## config.mk

```make
export PLATFORM = sky130hd
export DESIGN_NAME = wmf_sort_chain
export DESIGN_NICKNAME = d
export VERILOG_FILES = /design/src/rtl/wmf_pkg.sv /design/src/rtl/wmf_sort_cell.sv /design/src/rtl/wmf_sort_chain.sv
export SDC_FILE = /design/constraint.sdc
export NUM_CORES = 2
export LEC_CHECK = 0
export BUFFER_PORTS_ARGS = -buffer_cell sky130_fd_sc_hd__buf_4
export CAP_MARGIN = 20
export CORE_MARGIN = 2
export CORE_UTILIZATION = 65
export CTS_CLUSTER_DIAMETER = 200
export DETAILED_ROUTE_END_ITERATION = 16
export PLACE_DENSITY = 0.81
export SETUP_SLACK_MARGIN = 0.2
export SYNTH_ARGS = -nofsm -noshare
export SYNTH_HDL_FRONTEND = slang
export SYNTH_SLANG_ARGS = --single-unit
```

## constraint.sdc

```tcl
create_clock -name clk -period 4.7 [get_ports clk]
set_input_delay 0.94 -clock clk [delete_from_list [all_inputs] [get_ports clk]]
set_output_delay 0.94 -clock clk [all_outputs]
set_load 0.1 [all_outputs]
```

## src/rtl/wmf_pkg.sv

```systemverilog
package wmf_pkg;

  localparam int MAX_WIDTH  = 1024;
  localparam int MAX_HEIGHT = 1024;
  localparam int MAX_RADIUS = 3;
  localparam int WIN_SIDE   = 2 * MAX_RADIUS + 1;
  localparam int WIN_MAX    = WIN_SIDE * WIN_SIDE;
  localparam int LS_DEPTH   = WIN_SIDE * MAX_WIDTH;

  localparam int PIX_W  = 8;
  localparam int DIM_W  = 11;
  localparam int COL_W  = 10;
  localparam int POS_W  = $clog2(MAX_WIDTH * MAX_HEIGHT + 1);
  localparam int ADDR_W = $clog2(LS_DEPTH);
  localparam int RAD_W  = $clog2(MAX_RADIUS + 1);
  localparam int SIDE_W = $clog2(WIN_SIDE + 1);
  localparam int CNT_W  = $clog2(WIN_MAX + 1);
  localparam int LAG_W  = $clog2(MAX_RADIUS * MAX_WIDTH + MAX_RADIUS + 1);
  localparam int IDX_W  = 2;
  localparam int SPAN_W = 3;

  typedef logic [PIX_W-1:0] pix_t;

  // Command broadcast to every cell of the sorting chain.
  typedef struct packed {
    logic clear;
    logic insert;
    logic shift;
  } wmf_cmd_t;

  localparam logic [IDX_W-1:0] REG_SPAN   = 2'd0;
  localparam logic [IDX_W-1:0] REG_WIDTH  = 2'd1;
  localparam logic [IDX_W-1:0] REG_HEIGHT = 2'd2;

  localparam logic OP_PIXEL = 1'b0;
  localparam logic OP_FLUSH = 1'b1;

endpackage

```

## src/rtl/wmf_sort_cell.sv

```systemverilog
module wmf_sort_cell (
  input  logic            clk,
  input  logic            rst_n,
  input  wmf_pkg::wmf_cmd_t cmd,
  input  wmf_pkg::pix_t   din,
  input  wmf_pkg::pix_t   prev_val,
  input  logic            prev_valid,
  input  logic            prev_gt,
  input  wmf_pkg::pix_t   next_val,
  input  logic            next_valid,
  output wmf_pkg::pix_t   val,
  output logic            valid,
  output logic            gt
);
  import wmf_pkg::*;

  pix_t val_r;
  logic valid_r;

  // An empty cell counts as holding a value above every sample.
  assign gt    = !valid_r || (val_r > din);
  assign val   = val_r;
  assign valid = valid_r;

  always_ff @(posedge clk) begin
    if (!rst_n) begin
      valid_r <= 1'b0;
    end else if (cmd.clear) begin
      valid_r <= 1'b0;
    end else if (cmd.insert && gt) begin
      valid_r <= prev_gt ? prev_valid : 1'b1;
    end else if (cmd.shift) begin
      valid_r <= next_valid;
    end
  end

  always_ff @(posedge clk) begin
    if (cmd.insert && gt) begin
      val_r <= prev_gt ? prev_val : din;
    end else if (cmd.shift) begin
      val_r <= next_val;
    end
  end

endmodule

```

## src/rtl/wmf_sort_chain.sv

```systemverilog
module wmf_sort_chain (
  input  logic              clk,
  input  logic              rst_n,
  input  wmf_pkg::wmf_cmd_t cmd,
  input  wmf_pkg::pix_t     din,
  output wmf_pkg::pix_t     head
);
  import wmf_pkg::*;

  pix_t val   [WIN_MAX];
  logic valid [WIN_MAX];
  logic gt    [WIN_MAX];

  // Ascending order from cell 0; an insert moves the upper part one cell on,
  // a shift moves everything one cell toward the head.
  for (genvar i = 0; i < WIN_MAX; i++) begin : g_cell
    pix_t p_val;
    logic p_valid;
    logic p_gt;
    pix_t n_val;
    logic n_valid;

    if (i == 0) begin : g_first
      assign p_val   = din;
      assign p_valid = 1'b0;
      assign p_gt    = 1'b0;
    end else begin : g_mid
      assign p_val   = val[i-1];
      assign p_valid = valid[i-1];
      assign p_gt    = gt[i-1];
    end

    if (i == WIN_MAX - 1) begin : g_last
      assign n_val   = val[i];
      assign n_valid = 1'b0;
    end else begin : g_inner
      assign n_val   = val[i+1];
      assign n_valid = valid[i+1];
    end

    wmf_sort_cell u_cell (
      .clk        (clk),
      .rst_n      (rst_n),
      .cmd        (cmd),
      .din        (din),
      .prev_val   (p_val),
      .prev_valid (p_valid),
      .prev_gt    (p_gt),
      .next_val   (n_val),
      .next_valid (n_valid),
      .val        (val[i]),
      .valid      (valid[i]),
      .gt         (gt[i])
    );
  end

  assign head = val[0];

  for (genvar i = 0; i < WIN_MAX - 1; i++) begin : g_chk
    a_packed: assert property (@(posedge clk) disable iff (!rst_n)
      valid[i+1] |-> valid[i])
      else $error("sort chain has a hole");
    a_order: assert property (@(posedge clk) disable iff (!rst_n)
      valid[i+1] |-> (val[i] <= val[i+1]))
      else $error("sort chain out of order");
  end

  a_clear: assert property (@(posedge clk) disable iff (!rst_n)
    cmd.clear |=> !valid[0])
    else $error("sort chain not cleared");

endmodule

```

==> Yosys cells after proc, flatten, opt, wreduce, memory -nomap -nowiden <==
Cells that the tools add are included.
{ "word_totals": {"regBits": 441, "word_cells": 635} }
{ "op_classes": {"n_mux": 290, "reduce_logical": 197, "magnitude_cmp": 49, "bitwise": 1} }
{ "op_table": {"columns": ["cell", "n"], "rows": [
  ["8-bit two-way mux", 144],
  ["8-bit greater-than comparator", 49],
  ["1-bit two-way mux", 146],
  ["2-bit nonzero test", 49],
  ["1-bit logical AND", 49],
  ["1-bit logical NOT", 49],
  ["1-bit logical OR", 49],
  ["2-bit OR reduction", 1],
  ["1-bit NOT", 1]
]} }

==> Depth between registers and ports, before layout <==
{ "logic_depth": {"ltp_word": 4, "mapped_depth": 12, "mapped_depth_nobuf": 8} }

==> Hierarchy <==
Synthesis repeated with hierarchy kept, for this count alone.
{ "unflattened": {"cells_unflattened": 3627, "hier_area_um2": 36911.7} }
{ "modules_own_cells": {"columns": ["mod", "n_inst", "seq_area_each_um2", "area_each_um2", "cells_per_inst"], "rows": [
  ["wmf_sort_cell", 49, 260.2, 753.2, 74],
  ["wmf_sort_chain", 1, 0.0, 3.8, 1]
]} }

==> Worst setup path before layout <==
No wires, ideal clock.
{ "synth_path": {"kind": "input to register", "start": "in din[5]", "end": "reg g_cell[0].u_cell.val_r[0], data pin", "t_required_ns": 4.440, "path_slack_ns": 0.338, "path_buffers": 3, "arrival_time_ns": 4.102, "setup_time_ns": 0.260, "stages": 10, "path_cell_list": "clkbuf_1 clkbuf_1 inv_1 ha_1 a211oi_1 nor2_1 o41ai_4 or2_2 buf_6 mux2_2"} }
{ "synth_via": {"elab_chain_len": 4} }
{ "synth_lines": {"columns": ["item", "line", "text"], "rows": [
  ["start, declared", "wmf_sort_chain.sv:5", "input wmf_pkg::pix_t din,"],
  ["8-bit greater-than comparator", "wmf_sort_cell.sv:21", "assign gt = !valid_r || (val_r > din);"],
  ["1-bit logical OR", "wmf_sort_cell.sv:21", null],
  ["1-bit logical AND", "wmf_sort_cell.sv:38", "if (cmd.insert && gt) begin"],
  ["8-bit two-way mux", "wmf_sort_cell.sv:38", null],
  ["end signal, assigned", "wmf_sort_cell.sv:39", "val_r <= prev_gt ? prev_val : din;"],
  ["end signal, assigned", "wmf_sort_cell.sv:41", "val_r <= next_val;"],
  ["end, declared", "wmf_sort_cell.sv:17", "pix_t val_r;"]
]} }
Every way passes these cells.
A chain may end at the register's enable or synchronous reset.

==> Worst setup path after layout <==
{ "layout_path": {"start": "in din[6]", "end": "reg g_cell[30].u_cell.val_r[0] (enable)"} }
{ "layout_via": {"elab_chain_len": 4} }
{ "layout_lines": {"columns": ["item", "line"], "rows": [
  ["8-bit greater-than comparator", "wmf_sort_cell.sv:21"],
  ["1-bit logical OR", "wmf_sort_cell.sv:21"],
  ["1-bit logical AND", "wmf_sort_cell.sv:38"],
  ["2-bit nonzero test (no source line)", null],
  ["end signal, assigned", "wmf_sort_cell.sv:39"],
  ["end signal, assigned", "wmf_sort_cell.sv:41"],
  ["end, declared", "wmf_sort_cell.sv:17"]
]} }
Every way passes these cells.

==> run metrics <==
Max Slew Vio Count 0; post-CTS setup buffer count 0; Wirelength per Cell 23.92 um; RD Place Congestion 0.9505; min setup slack post-route 1.212 ns; WHS Path Cells 2; Clock transition at path regs 0.06 ns; WS Path Type input port to register; Syn Nets 3,443; Hold EP g_cell[9].u_cell.valid; clk sink count 441; actual slew at the worst max-slew pin 1.043 ns; vias per cell 6.850; Rows 81; CP dominant cell by count buf_4; iteration count of the initial detailed-routing pass 6; Max clock buf depth 3; critical path's top delay family compound AO/OA/AOI/OAI gates; Root Buffer clkbuf_16; first-pass GRT wire length 141,800 um; R2R cell count 7; post-CTS sizing 0; Yosys cell types 41; layout cells sized above 1 9.749%; Slew headroom 30.37%; Layout Cells excl Fill 3,772; Antenna Nets Post-Route 0; f_max 286.7 MHz; filler instances 3,375; # nets final 3,471; GRT Total Usage 35.50%; outcome finished, final reports clean; final worst clock skew 0.01551 ns; Max VDD drop 302.3 uV; vias in the first global route 26,220; Layout area overhead 9.478%; top_reg_cell synth edfxtp_1; setup slack, reg-to-reg 1.76 ns; Seq cells post-synth 441; worst skew pair latency 0.61 ns; yosys warns 0; Die Wd 225.8 um; initial antenna violation count 0; Initial DRC Count 2,637; post-layout minimum cycle time 3.488 ns; Placed Cells 3,676; Largest stage delay, worst path 0.90 ns; syn_area_per_cell 10.53 um^2; worst-path cell chain buf_4 > inv_2 > buf_4 > ha_1 > o21ai_0 > nor2_1 > o311ai_2 > nand2b_1; worst-path fanout max 19; period utilization 74.21%; largest net degree at the start of global routing 102; IO Pins 21; final setup fails 0; Power Density 389.6 nW/um^2; Total Negative Setup Slacks 0 ns; slowest CP cell o311ai_2; Post-Syn Area 31,990 um^2; reg2reg start g_cell[0].u_cell.val[1]; RSZ-0062 raised after global routing false; leakage power 13.29 nW; CP endpoint kind register; Antenna Diode Count 0; Die Span Y 225.8 um; PortBufs 20; CP arrival 3.73 ns; via count 25,840; Initial Util 65.61%; sequential-to-total area share from yosys stat 39.87%; core footprint 48,750 um^2; die area 51,000 um^2; Cells after Synth 3,038; H-tree depth 2; Max Cap Viol 0; reg2reg end g_cell[0].u_cell.val[0]; CTS hold repair buffers 0; Final Hold Fails 0; Async SR Flop Fraction 0%; DP HPWL 61,850 um; EDFF count, synth 392; worst hold path class register to register; CTS Buf Count 50; grt total ovfl 0; DRC 0; worst path bufs/invs 3; CP Launch Type input port; worst hold start g_cell[8].u_cell.valid; Req. time, crit path 4.94 ns; pre-CTS setup slack 0.5971 ns; CTS tree built; DRT Wirelength 90,230 um
[report_power, final]
group          total (mW)  internal (mW)  switching, mW
clock                4.45           2.72           1.73
sequential           5.92           5.15          0.771
combinational        3.27           1.32           1.95
[through the flow]
step / hold WS (ns) / instance area, um^2 / utilization [%] / power, mW
finish: 0.5473 / 35020 / 71.83 / 13.64
global route: 0.5780 / 35020 / 71.83 / 14.22
CTS: 0.5418 / 35000 / 71.80 / 13.54
detailed placement: 0.5426 / 33150 / 68.00 / 9.123
global placement: 0.5316 / 33150 / 68.00 / 8.867
floorplan: 0.4868 / 31990 / - / 7.941
[logic make-up after synthesis]
family / Yosys count / share of synthesized area [%]
adders and majority gates: 392 / 15.33
and+or+nand+nor: 798 / 11.46
muxes: 437 / 13.84
buffers and inverters: 187 / 2.398
AOI/OAI and AO/OA: 783 / 17.09
DFF: 441 / 39.87
[registers in the layout, summed over array words and instances (netlist names)]
signal and cells:
g_cell.u_cell.val 392, g_cell.u_cell.valid 49
[worst min-delay path, delay by kind of cell (launching register included)]
kind	cells	cell delay, ns
compound gates	1	0.05
flops	1	0.34
simple gates	1	0.11
[cell type report]
type                       instances  area (um^2)  area share (%)
sequential                       441        12750           36.42
tap                              664        830.8           2.373
timing repair buffer              96        858.3           2.451
multi-input combinational       2410        18470           52.74
clock buffer                      56         1348           3.848
clock inverter                    38        508.0           1.451
inverter                          67        251.5          0.7182
[how the worst max path moves through the flow]
| stage | to | startpoint | slack (ns) | cells after the start |
|---|---|---|---|---|
| 2_1_floorplan | g_cell[0].u_cell.val[0] | din[5] | 0.34 | 10 |
| 3_3_place_gp | g_cell[17].u_cell.val[4] | din[6] | 0.82 | 8 |
| 3_5_place_dp | g_cell[17].u_cell.val[4] | din[5] | 0.60 | 8 |
| 4_1_cts | g_cell[17].u_cell.val[1] | din[5] | 1.24 | 8 |
| 5_1_grt | g_cell[30].u_cell.val[0] | din[6] | 0.99 | 8 |
| 6_report | g_cell[30].u_cell.val[0] | din[6] | 1.21 | 8 |
[synth_stat cells (15+ instances only)]
| library cell | count | share of area (%) |
|---|---|---|
| nor2_1 | 127 | 1.5 |
| mux2i_1 | 415 | 13 |
| or3_1 | 22 | 0.43 |
| o211ai_1 | 31 | 0.73 |
| inv_1 | 67 | 0.79 |
| nand2b_1 | 90 | 1.8 |
| mux2_2 | 15 | 0.53 |
| clkbuf_1 | 85 | 1.0 |
| o21ai_1 | 19 | 0.30 |
| o31ai_4 | 40 | 2.7 |
| o311ai_2 | 38 | 1.9 |
| nor2b_1 | 51 | 1.0 |
| o21ai_0 | 397 | 6.2 |
| ha_1 | 392 | 15 |
| buf_2 | 28 | 0.44 |
| nand2_1 | 397 | 4.7 |
| a21oi_1 | 125 | 2.0 |
| nand4_1 | 82 | 1.6 |
| edfxtp_1 | 392 | 37 |
| nand3_1 | 20 | 0.31 |
| dfxtp_1 | 49 | 3.1 |
| a211oi_1 | 91 | 2.1 |
| o21bai_1 | 18 | 0.42 |
[placed cells by master (no fill, tap or decap), types with 15 or more instances in the layout]
| cell type | instances |
|---|---|
| a211oi_1 | 91 |
| a21oi_1 | 125 |
| buf_4 | 85 |
| clkbuf_16 | 53 |
| dfxtp_1 | 49 |
| edfxtp_1 | 392 |
| ha_1 | 392 |
| inv_1 | 60 |
| mux2_2 | 15 |
| mux2i_1 | 415 |
| nand2_1 | 397 |
| nand2b_1 | 89 |
| nand3_1 | 20 |
| nand4_1 | 82 |
| nor2_1 | 127 |
| nor2b_1 | 51 |
| o211ai_1 | 31 |
| o21ai_0 | 397 |
| o21ai_1 | 19 |
| o21bai_1 | 18 |
| o311ai_2 | 38 |
| o31ai_4 | 40 |
| or3_1 | 22 |
[routing by layer]
layer / track usage (%) / vias to the layer above / share of wire [%]
met2: 57.20 / 1485 / 46
met1: 45.53 / 12360 / 39
li1: - / 11620 / -
met3: 6.635 / 367 / 9.9
met5: 0 / - / 0
met4: 18.82 / 0 / 5.3
No activity file was read; power rests on OpenSTA's default activity.
